### src/hw/rtl/b64sc_pkg.sv
// Shared types, constants and alphabet functions for the base64 stream codec.
// No dependencies; imported by every module of the codec.
`default_nettype none

package b64sc_pkg;

	localparam logic       DIR_ENC     = 1'b0;
	localparam logic       DIR_DEC     = 1'b1;
	localparam logic [7:0] PAD_CHAR    = 8'h3D;
	localparam int         QUEUE_DEPTH = 2;

	typedef struct packed {
		logic [7:0] data_in;
		logic       end_of_message;
	} in_item_t;

	typedef struct packed {
		logic [7:0] data_out;
		logic       run_last;
		logic       bad_char;
	} out_item_t;

	// one finished group, handed from the front to the back
	typedef struct packed {
		logic        dir;       // DIR_ENC or DIR_DEC
		logic [23:0] hold;      // group, left aligned
		logic [1:0]  last_idx;  // index of the final result of the group
		logic [1:0]  real_idx;  // encode: chars above this index are pad
		logic        bad;       // decode: group held a bad character
	} job_t;

	typedef struct packed {
		logic       ok;
		logic [5:0] val;
	} char_val_t;

	function automatic logic [7:0] b64_char(input logic [5:0] v);
		logic [7:0] c;
		if (v < 6'd26)
			c = 8'h41 + {2'b00, v};
		else if (v < 6'd52)
			c = 8'h61 + {2'b00, v - 6'd26};
		else if (v < 6'd62)
			c = 8'h30 + {2'b00, v - 6'd52};
		else if (v == 6'd62)
			c = 8'h2B;
		else
			c = 8'h2F;
		return c;
	endfunction

	function automatic char_val_t b64_value(input logic [7:0] c);
		char_val_t r;
		r.ok  = 1'b1;
		r.val = 6'd0;
		if (c >= 8'h41 && c <= 8'h5A)
			r.val = 6'(c - 8'h41);
		else if (c >= 8'h61 && c <= 8'h7A)
			r.val = 6'(c - 8'h61 + 8'd26);
		else if (c >= 8'h30 && c <= 8'h39)
			r.val = 6'(c - 8'h30 + 8'd52);
		else if (c == 8'h2B)
			r.val = 6'd62;
		else if (c == 8'h2F)
			r.val = 6'd63;
		else
			r.ok = 1'b0;
		return r;
	endfunction

endpackage

`default_nettype wire

### src/hw/rtl/b64sc_front.sv
// Front end: gathers input transactions into groups and issues finished groups.
// Depends on b64sc_pkg.
`default_nettype none

module b64sc_front (
	input  wire logic                clk,
	input  wire logic                arst_n,
	input  wire logic                cfg_we,
	input  wire logic                cfg_dir,
	input  wire logic                take,
	input  wire b64sc_pkg::in_item_t item,
	output logic                     push,
	output b64sc_pkg::job_t          job,
	output logic [1:0]               grp_count
);
	import b64sc_pkg::*;

	logic        dir_q;
	logic [23:0] hold_q;
	logic [1:0]  cnt_q;
	logic [1:0]  pad_q;
	logic        bad_q;

	logic [2:0]  n;
	logic [23:0] hold_enc, hold_dec, t_enc, t_dec;
	char_val_t   cv;
	logic        is_pad;
	logic [5:0]  v;
	logic [1:0]  pad_nx;
	logic        bad_nx;
	logic        done;
	logic [2:0]  drop_sum;
	logic [1:0]  drop;

	always_comb begin
		n        = {1'b0, cnt_q} + 3'd1;
		hold_enc = {hold_q[15:0], item.data_in};
		cv       = b64_value(item.data_in);
		is_pad   = (item.data_in == PAD_CHAR);
		v        = is_pad ? 6'd0 : cv.val;
		pad_nx   = is_pad ? ((pad_q == 2'd2) ? 2'd2 : pad_q + 2'd1) : 2'd0;
		bad_nx   = bad_q | (!is_pad && !cv.ok);
		hold_dec = {hold_q[17:0], v};

		if (dir_q == DIR_DEC)
			done = (n == 3'd4) || item.end_of_message;
		else
			done = (n == 3'd3) || item.end_of_message;

		case (n)
			3'd1:    t_enc = {hold_enc[7:0], 16'h0000};
			3'd2:    t_enc = {hold_enc[15:0], 8'h00};
			default: t_enc = hold_enc;
		endcase

		case (n)
			3'd1:    t_dec = {hold_dec[5:0], 18'd0};
			3'd2:    t_dec = {hold_dec[11:0], 12'd0};
			3'd3:    t_dec = {hold_dec[17:0], 6'd0};
			default: t_dec = hold_dec;
		endcase

		// missing characters of a short final group count as padding
		drop_sum = {1'b0, pad_nx} + (3'd4 - n);
		if (!item.end_of_message)
			drop = 2'd0;
		else if (drop_sum > 3'd2)
			drop = 2'd2;
		else
			drop = drop_sum[1:0];

		job.dir = dir_q;
		if (dir_q == DIR_DEC) begin
			job.hold     = t_dec;
			job.last_idx = 2'd2 - drop;
			job.real_idx = 2'd3;
			job.bad      = bad_nx;
		end else begin
			job.hold     = t_enc;
			job.last_idx = 2'd3;
			job.real_idx = n[1:0];
			job.bad      = 1'b0;
		end

		push = take && done;
	end

	always_ff @(posedge clk or negedge arst_n) begin
		if (!arst_n) begin
			dir_q  <= DIR_ENC;
			hold_q <= '0;
			cnt_q  <= '0;
			pad_q  <= '0;
			bad_q  <= 1'b0;
		end else if (cfg_we) begin
			dir_q  <= cfg_dir;
			hold_q <= '0;
			cnt_q  <= '0;
			pad_q  <= '0;
			bad_q  <= 1'b0;
		end else if (take) begin
			if (done) begin
				hold_q <= '0;
				cnt_q  <= '0;
				pad_q  <= '0;
				bad_q  <= 1'b0;
			end else if (dir_q == DIR_DEC) begin
				hold_q <= hold_dec;
				cnt_q  <= n[1:0];
				pad_q  <= pad_nx;
				bad_q  <= bad_nx;
			end else begin
				hold_q <= hold_enc;
				cnt_q  <= n[1:0];
			end
		end
	end

	assign grp_count = cnt_q;

endmodule

`default_nettype wire

### src/hw/rtl/b64sc_queue.sv
// Short group queue between the front end and the back end.
// Depends on b64sc_pkg.
`default_nettype none

module b64sc_queue #(
	parameter int DEPTH = b64sc_pkg::QUEUE_DEPTH
) (
	input  wire logic             clk,
	input  wire logic             arst_n,
	input  wire logic             push,
	input  wire b64sc_pkg::job_t  wr_job,
	input  wire logic             pop,
	output logic                  full,
	output logic                  nonempty,
	output b64sc_pkg::job_t       head
);
	import b64sc_pkg::*;

	localparam int PTR_W = (DEPTH > 1) ? $clog2(DEPTH) : 1;
	localparam int CNT_W = $clog2(DEPTH + 1);

	job_t             mem [DEPTH];
	logic [PTR_W-1:0] wr_ptr_q, rd_ptr_q;
	logic [CNT_W-1:0] cnt_q;

	assign full     = (cnt_q == CNT_W'(DEPTH));
	assign nonempty = (cnt_q != '0);
	assign head     = mem[rd_ptr_q];

	always_ff @(posedge clk) begin
		if (push)
			mem[wr_ptr_q] <= wr_job;
	end

	always_ff @(posedge clk or negedge arst_n) begin
		if (!arst_n) begin
			wr_ptr_q <= '0;
			rd_ptr_q <= '0;
			cnt_q    <= '0;
		end else begin
			if (push)
				wr_ptr_q <= (wr_ptr_q == PTR_W'(DEPTH - 1)) ? '0 : wr_ptr_q + 1'b1;
			if (pop)
				rd_ptr_q <= (rd_ptr_q == PTR_W'(DEPTH - 1)) ? '0 : rd_ptr_q + 1'b1;
			if (push && !pop)
				cnt_q <= cnt_q + 1'b1;
			else if (pop && !push)
				cnt_q <= cnt_q - 1'b1;
		end
	end

endmodule

`default_nettype wire

### src/hw/rtl/b64sc_back.sv
// Back end: expands queued groups into result transactions, one per cycle while
// res_stall is low, through an output register. Depends on b64sc_pkg.
`default_nettype none

module b64sc_back (
	input  wire logic             clk,
	input  wire logic             arst_n,
	input  wire logic             q_valid,
	input  wire b64sc_pkg::job_t  q_head,
	output logic                  q_pop,
	output logic [1:0]            res_idx,
	output logic                  res_valid,
	input  wire logic             res_stall,
	output b64sc_pkg::out_item_t  res_item
);
	import b64sc_pkg::*;

	logic [1:0] k_q;
	logic       res_valid_q;
	out_item_t  res_item_q;
	logic       load;
	logic [5:0] six;
	logic [7:0] byte_v;
	out_item_t  nxt;

	always_comb begin
		load = q_valid && (!res_valid_q || !res_stall);

		case (k_q)
			2'd0:    six = q_head.hold[23:18];
			2'd1:    six = q_head.hold[17:12];
			2'd2:    six = q_head.hold[11:6];
			default: six = q_head.hold[5:0];
		endcase

		case (k_q)
			2'd0:    byte_v = q_head.hold[23:16];
			2'd1:    byte_v = q_head.hold[15:8];
			default: byte_v = q_head.hold[7:0];
		endcase

		nxt.run_last = (k_q == q_head.last_idx);
		if (q_head.dir == DIR_DEC) begin
			nxt.data_out = byte_v;
			nxt.bad_char = q_head.bad;
		end else begin
			nxt.data_out = (k_q > q_head.real_idx) ? PAD_CHAR : b64_char(six);
			nxt.bad_char = 1'b0;
		end

		q_pop = load && nxt.run_last;
	end

	always_ff @(posedge clk or negedge arst_n) begin
		if (!arst_n) begin
			k_q         <= '0;
			res_valid_q <= 1'b0;
		end else begin
			if (load)
				k_q <= nxt.run_last ? 2'd0 : k_q + 2'd1;
			if (!res_valid_q || !res_stall)
				res_valid_q <= q_valid;
		end
	end

	always_ff @(posedge clk) begin
		if (load)
			res_item_q <= nxt;
	end

	assign res_valid = res_valid_q;
	assign res_item  = res_item_q;
	assign res_idx   = k_q;

endmodule

`default_nettype wire

### src/hw/rtl/base64_stream_codec_core.sv
// Base64 stream codec, top level. Depends on b64sc_pkg, b64sc_front, b64sc_queue, b64sc_back.
// A closing transaction writes its group into the queue; results leave through the output register.
// Throughput while res_stall is low: one input per cycle, one result per cycle; the single result
// port limits encoding, as three inputs yield four results; decoding runs at 1 input per cycle.
// Reset: arst_n clears direction (encode), the partial group, the queue and the output.
`default_nettype none

module base64_stream_codec_core #(
	parameter int QUEUE_DEPTH = b64sc_pkg::QUEUE_DEPTH  // power of two, 2 or more
) (
	input  wire logic                 clk,
	input  wire logic                 arst_n,
	// input channel
	input  wire logic                 src_valid,
	output logic                      src_stall,
	input  wire b64sc_pkg::in_item_t  src_item,
	// result channel
	output logic                      res_valid,
	input  wire logic                 res_stall,
	output b64sc_pkg::out_item_t      res_item,
	// direction register write channel
	input  wire logic                 cfg_valid,
	output logic                      cfg_ready,
	input  wire logic                 cfg_data
);
	import b64sc_pkg::*;

	logic       take;
	logic       push;
	job_t       job;
	logic [1:0] grp_count;
	logic       q_full;
	logic       q_valid;
	job_t       q_head;
	logic       q_pop;
	logic [1:0] res_idx;
	logic       cfg_we;

	// Direction writes are always taken; the write clears any partial group.
	assign cfg_ready = 1'b1;
	assign cfg_we    = cfg_valid && cfg_ready;

	// Front stalls on a full queue, also for items that don't close a group.
	assign src_stall = q_full;
	assign take      = src_valid && !src_stall;

	// Front: collects bytes (encode) or characters (decode) into a 24-bit group
	// and issues it with result count, pad position and bad-char flag.
	b64sc_front u_front (
		.clk       (clk),
		.arst_n    (arst_n),
		.cfg_we    (cfg_we),
		.cfg_dir   (cfg_data),
		.take      (take),
		.item      (src_item),
		.push      (push),
		.job       (job),
		.grp_count (grp_count)
	);

	// Queue: decouples input acceptance from result expansion.
	b64sc_queue #(
		.DEPTH (QUEUE_DEPTH)
	) u_queue (
		.clk      (clk),
		.arst_n   (arst_n),
		.push     (push),
		.wr_job   (job),
		.pop      (q_pop),
		.full     (q_full),
		.nonempty (q_valid),
		.head     (q_head)
	);

	// Back: walks the head group one result per cycle, while res_stall is low, into the output register.
	b64sc_back u_back (
		.clk       (clk),
		.arst_n    (arst_n),
		.q_valid   (q_valid),
		.q_head    (q_head),
		.q_pop     (q_pop),
		.res_idx   (res_idx),
		.res_valid (res_valid),
		.res_stall (res_stall),
		.res_item  (res_item)
	);

	// Result index of the back end never runs past the group's final result.
	a_idx_bound: assert property (@(posedge clk) disable iff (!arst_n)
		q_valid |-> (res_idx <= q_head.last_idx))
		else $error("result index beyond last result of group");

	// With nothing queued the back end sits at the start of a group.
	a_idx_idle: assert property (@(posedge clk) disable iff (!arst_n)
		!q_valid |-> (res_idx == 2'd0))
		else $error("result index not at zero while queue empty");

	// A direction write discards the partial group.
	a_cfg_clear: assert property (@(posedge clk) disable iff (!arst_n)
		cfg_we |=> (grp_count == 2'd0))
		else $error("partial group survived a direction write");

	// Encode groups always hold four results.
	a_enc_four: assert property (@(posedge clk) disable iff (!arst_n)
		(q_valid && q_head.dir == DIR_ENC) |-> (q_head.last_idx == 2'd3))
		else $error("encode group without four results");

endmodule

`default_nettype wire
### config.mk
export PLATFORM = sky130hd
export DESIGN_NAME = base64_stream_codec_core
export DESIGN_NICKNAME = d
export VERILOG_FILES = /design/src/hw/rtl/b64sc_pkg.sv /design/src/hw/rtl/b64sc_front.sv /design/src/hw/rtl/b64sc_queue.sv /design/src/hw/rtl/b64sc_back.sv /design/src/hw/rtl/base64_stream_codec_core.sv
export SDC_FILE = /design/constraint.sdc
export NUM_CORES = 1
export LEC_CHECK = 0
export BUFFER_PORTS_ARGS = -buffer_cell sky130_fd_sc_hd__buf_2
export CORE_ASPECT_RATIO = 0.7
export CORE_MARGIN = 1.5
export CORE_UTILIZATION = 45
export CTS_BUF_LIST = sky130_fd_sc_hd__clkbuf_16
export DETAILED_ROUTE_END_ITERATION = 8
export PLACE_DENSITY = 0.6
export SETUP_SLACK_MARGIN = 0.05
export SLEW_MARGIN = 20
export SYNTH_ARGS = -nofsm -noshare
export SYNTH_HDL_FRONTEND = slang
export SYNTH_SLANG_ARGS = --single-unit
### constraint.sdc
create_clock -name clk -period 8.7 [get_ports clk]
set_input_delay 1.74 -clock clk [delete_from_list [all_inputs] [get_ports clk]]
set_output_delay 1.74 -clock clk [all_outputs]
set_load 0.05 [all_outputs]
# Word level (Yosys, flattened, before mapping)
# Memory sizes are Yosys's and may differ from the RTL's.
# Cells that the tools add are included.
# word_totals
regBits,41
latchBits,0
ramBits,60
rom_bits,0
input_bits,15
mem_count,1
# mem_list
name,depth,width,read_ports,rd_clocked_by_memory_dff,wr,line,rtl
u_queue.mem,2,30,1,0,1,b64sc_queue.sv:22,job_t mem [DEPTH];
# op_classes
add_sub_neg,20
mul,0
div,0
magnitude_cmp,11
n_eq_ne,13
shifts,0
mux,49
bitwise_logic,1
reduce_logical,26
# ops
op,n
18-bit two-way mux,4
24-bit one-hot mux with 3 select lines,1
24-bit one-hot mux with 2 select lines,1
8-bit two-way mux,5
6-bit two-way mux,6
29-bit two-way mux,1
2-bit two-way mux,14
8-bit by 6-bit equality test with 1-bit output (second input constant),3
6-bit one-hot mux with 3 select lines,1
6-bit subtractor (second input constant),3
7-bit by 6-bit adder with 8-bit output (first input constant),2
8-bit by 7-bit >= comparator with 1-bit output (second input constant),2
8-bit by 7-bit <= comparator with 1-bit output (second input constant),2
8-bit one-hot mux with 2 select lines,1
1-bit two-way mux,14
6-bit < comparator (second input constant),2
1-bit logical AND,10
8-bit by 6-bit >= comparator with 1-bit output (second input constant),1
8-bit by 6-bit <= comparator with 1-bit output (second input constant),1
6-bit by 6-bit adder with 7-bit output (first input constant),1
1-bit logical NOT,7
2-bit by 1-bit adder with 2-bit output (second input constant),3
6-bit by 5-bit adder with 6-bit output (second input constant),1
6-bit adder (second input constant),1
25 further kinds,33

# Depth between registers and ports, before layout
# logic_depth
word_depth,13
depth_mapped,14

# Modules after synthesis
# A second synthesis with hierarchy kept.
# hier_totals
cells_unflattened,603
hier_area_um2,6459.9
# modules_own_cells
mod,instances,cells_each,area_each_um2,seq_area_each_um2
b64sc_front,1,334,2622.5,600.6
b64sc_queue,1,109,2362.3,1901.8
b64sc_back,1,157,1450.1,375.4
base64_stream_codec_core,1,3,25.0,0.0

# Least setup slack after synthesis
# Ideal clock, no wire load.
# synth_timing
kind,input to register
from,in src_item[2] in the netlist's numbering
to,"mem u_queue.mem[0][24] in the netlist's numbering, data pin"
setup_ns,0.186
t_arrival_ns,4.065
required_time_ns,8.514
setup_slack_ns,4.449
cell_stages,10
n_path_buf,1
path_cell_list,clkbuf_1 inv_1 ha_1 nor2b_1 o211a_1 nor3_1 o21ai_0 a221oi_1 a21oi_1 o31ai_1
# synth_rtl
element,line,rtl
start: declaration,base64_stream_codec_core.sv:16,"input wire b64sc_pkg::in_item_t src_item,"
end: declaration,b64sc_queue.sv:22,

==> impl_metrics.yaml <==
routing:
  antenna_left: 0
  drt_iter0_drc: 546
  drt_pre_antenna_iters: 6
  drcViolationCount: 0
  vias: 5058
  drt-total-wl_mm: 16.5
  vias_per_cell: 6.12
  post_drt_wl_per_cell_um: 20.0
die:
  die_h_um: 102
  num_rows: 36
  dieWidth_um: 145
  die_area_sq_um: 14800
  io_pins: 28
  fp.coreArea_sq_um: 13800
  start_util: 0.458
hold_path:
  hold_class: "register to register"
  min_path_cells: 2
  min_to: "u_front.hold_q[17]"
  min_from: "u_front.hold_q[17]"
logic_synthesis:
  ys_types: 69
  syn_avg_cell_area_sq_um: 10.1
  synth_fa_ha_area_frac: 0.0584
  yosysWarningCount: 0
  synthCells: 629
  synth_compound_gate_area_share: 0.195
  synth.area.top_cells: "edfxtp_1, dfrtp_1, ha_1"
  synth-seq-cells: 101
  synth_top_area_frac: 0.332
  synth_area_leader_cell: "edfxtp_1"
  synth.net_count: 673
  synthSimpleGateAreaFrac: 0.130
  synth_top_family_by_area: "compound AO/OA/AOI/OAI gates"
  synth_edf_count: 70
  yosysSeqAreaShare: 0.454
  synthArstFlopShare: 0.307
  yosys.area_share.xor_xnor: 0.0290
  synthMuxAreaShare: 0.0863
  netlist_area_sq_um: 6340
  ys.flop_type: "edfxtp_1"
place:
  place_area_sq_um: 6580
  port_buffers: 26
  dpl.hpwl_mm: 12.0
  dp_cells: 811
  place.gp.congestion: 0.886
setup_path:
  r2r_cells: 11
  r2r_start: "u_back.res_idx[0]"
  cp.arrival_ps: 4680
  regToRegEndpoint: "u_back.res_item[3]"
  crit_chain: "buf_2 > inv_1 > ha_1 > nor2b_1 > o21ai_0 > a21o_1 > o211ai_1 > a221oi_1 > a21oi_1 > o31ai_1"
  endpoint_kind: "register"
  worstPathRequired_ps: 8840
  cp_max_fo: 11
  cp_slowest_stage_delay_ps: 620
  path_class: "input port to register"
  critPathSlowestCell: "a221oi_1"
  r2r_slack_ps: 4450
  critPathLaunchType: "input port"
timing:
  slew_violations: 0
  slew_headroom: 0.464
  max_freq_ghz: 0.220
  period_share: 0.522
  tightest_slew_ps: 803
  hold_viol_final: 0
  final.setup.tns_ps: 0
  finalClockSkew_ps: 9.08
  fin_crit_ps: 4540
  rsz0062_at_grt: "no"
  setup_viol: 0
finish:
  design_area_sq_um: 6890
  post-route-util: 0.498
  n_antenna_cell: 0
  area_growth_pct: 8.67
  final_net_count: 676
  fin_cells: 827
  drive_above_1_share: 0.127
power:
  cellLeakagePower_uw: 0.00258
  p_per_area_nw_per_um2: 335
  ir_worst_vdd_mv: 0.119
clocking:
  clockBufferDepth: 2
  postCtsHoldBufs: 0
  cts_tree: "built"
  clk_pin_slew_worst_paths_ps: 70
  clk_latency_ps: 350
  cts_resized: 0
  postCtsSetupBuffers: 0
  clock_sinks: 101
  h-tree-depth: 3
  clock_tree.root_cell: "clkbuf_16"
  cts_buffers: 9
global_routing:
  use_met3: 0.0530
  grtUsageMet1: 0.378
  grt_pass1_wl_mm: 25.9
  top_usage_layer: "met1"
  track_usage: 0.234
  grt_max_degree: 45
  grt_overflow: 0
  grt_pass1_vias: 4514
  grt_use_met2: 0.317
  antenna_found_initial: 0
outcome:
  status: "completed"
run:
  drv_cap: 0
-- power breakdown --
part	total [uW]	internal (uW)	switching [uW]
logic	1240	434	808
registers	668	631	37.0
clock network	398	204	194
-- layout by cell type, fill, tap and decap left out, types with 10 or more instances in the layout --
cell,n
a21oi_1,39
nor2b_1,10
nand2_1,76
mux2i_1,30
nand3_1,13
nor2_1,28
o22ai_1,10
a31oi_1,10
nor3_1,11
buf_2,26
edfxtp_1,70
inv_1,21
xnor2_1,12
ha_1,28
o21ai_0,45
dfrtp_1,31
nand4_1,10
mux2_2,17
-- Yosys cell counts, drive strengths merged (12+ instances only) --
cell	instances
a21oi	40
clkbuf	32
dfrtp	31
edfxtp	70
ha	28
inv	23
mux2	20
mux2i	31
nand2	76
nand3	13
nor2	29
nor3	12
o21ai	45
xnor2	12
-- worst max-delay path: cells and delay by family --
kind	cells	cell delay [ps]
AO/OA/AOI/OAI	6	2140
adder cells (fa/ha/maj)	1	280
buffers and inverters	2	390
AND/OR/NAND/NOR	1	140
-- metal layers --
layer  wire [um]  vias to the layer above
met5           0                        -
met4         142                        0
met3        1410                       14
met2        6790                      229
met1        8200                     2446
li1            -                     2369
-- metrics by stage --
| stage | hold WS [ps] | power [uW] | setup slack [ps] |
|---|---|---|---|
| finish | 490 | 2310 | 4160 |
| global route | 529 | 2450 | 3860 |
| CTS | 494 | 2300 | 4310 |
| detailed placement | 474 | 1890 | 3970 |
| global placement | 459 | 1900 | 4110 |
| floorplan | 440 | 1610 | 4450 |
-- cells by family (layout without fill, tap and decap cells) --
family                     count (synthesis)  in the layout
and+or+nand+nor                          175            175
adders and majority gates                 29             29
other                                      1              1
DFF                                      101            101
muxes                                     51             51
xor gates and xnor gates                  21             21
AOI/OAI and AO/OA                        182            182
buffers and inverters                     69             77
-- how the worst max path moves through the flow --
stage                      startpoint                  to  slack (ps)  cells past startpoint
after floorplan           src_item[2]  u_queue.mem[0][24]        4450                     10
after global placement    src_item[3]  u_queue.mem[0][24]        4110                     10
after detailed placement  src_item[3]  u_queue.mem[0][24]        3970                     10
after CTS                 src_item[3]  u_queue.mem[1][24]        4310                     10
after global routing      src_item[3]  u_queue.mem[0][24]        3860                     10
final                     src_item[3]  u_queue.mem[1][24]        4160                     10
-- sequential cells by signal, indices dropped and copies added, names as in the netlist --
| signal | count |
|---|---|
| u_front.dir_q | 1 |
| u_queue.mem | 60 |
| u_front.hold_q | 18 |
| u_back.res_idx | 2 |
| u_back.res_valid | 1 |
| u_front.grp_count | 2 |
| u_back.res_item | 10 |
| u_queue.rd_ptr_q | 1 |
| u_queue.wr_ptr_q | 1 |
| u_front.pad_q | 2 |
| u_front.bad_q | 1 |
| u_queue.cnt_q | 2 |
-- final cells by class --
class                   count  area [sq um]
well taps                 190           238
fillers                  1278          6940
clock inverters             7          75.1
multi-input cells         459          3170
flip-flops and latches    101          2880
repair buffers             35           198
clock buffers               9           225
inverters                  26           100
Note: power is estimated with default switching activity, not from simulation.
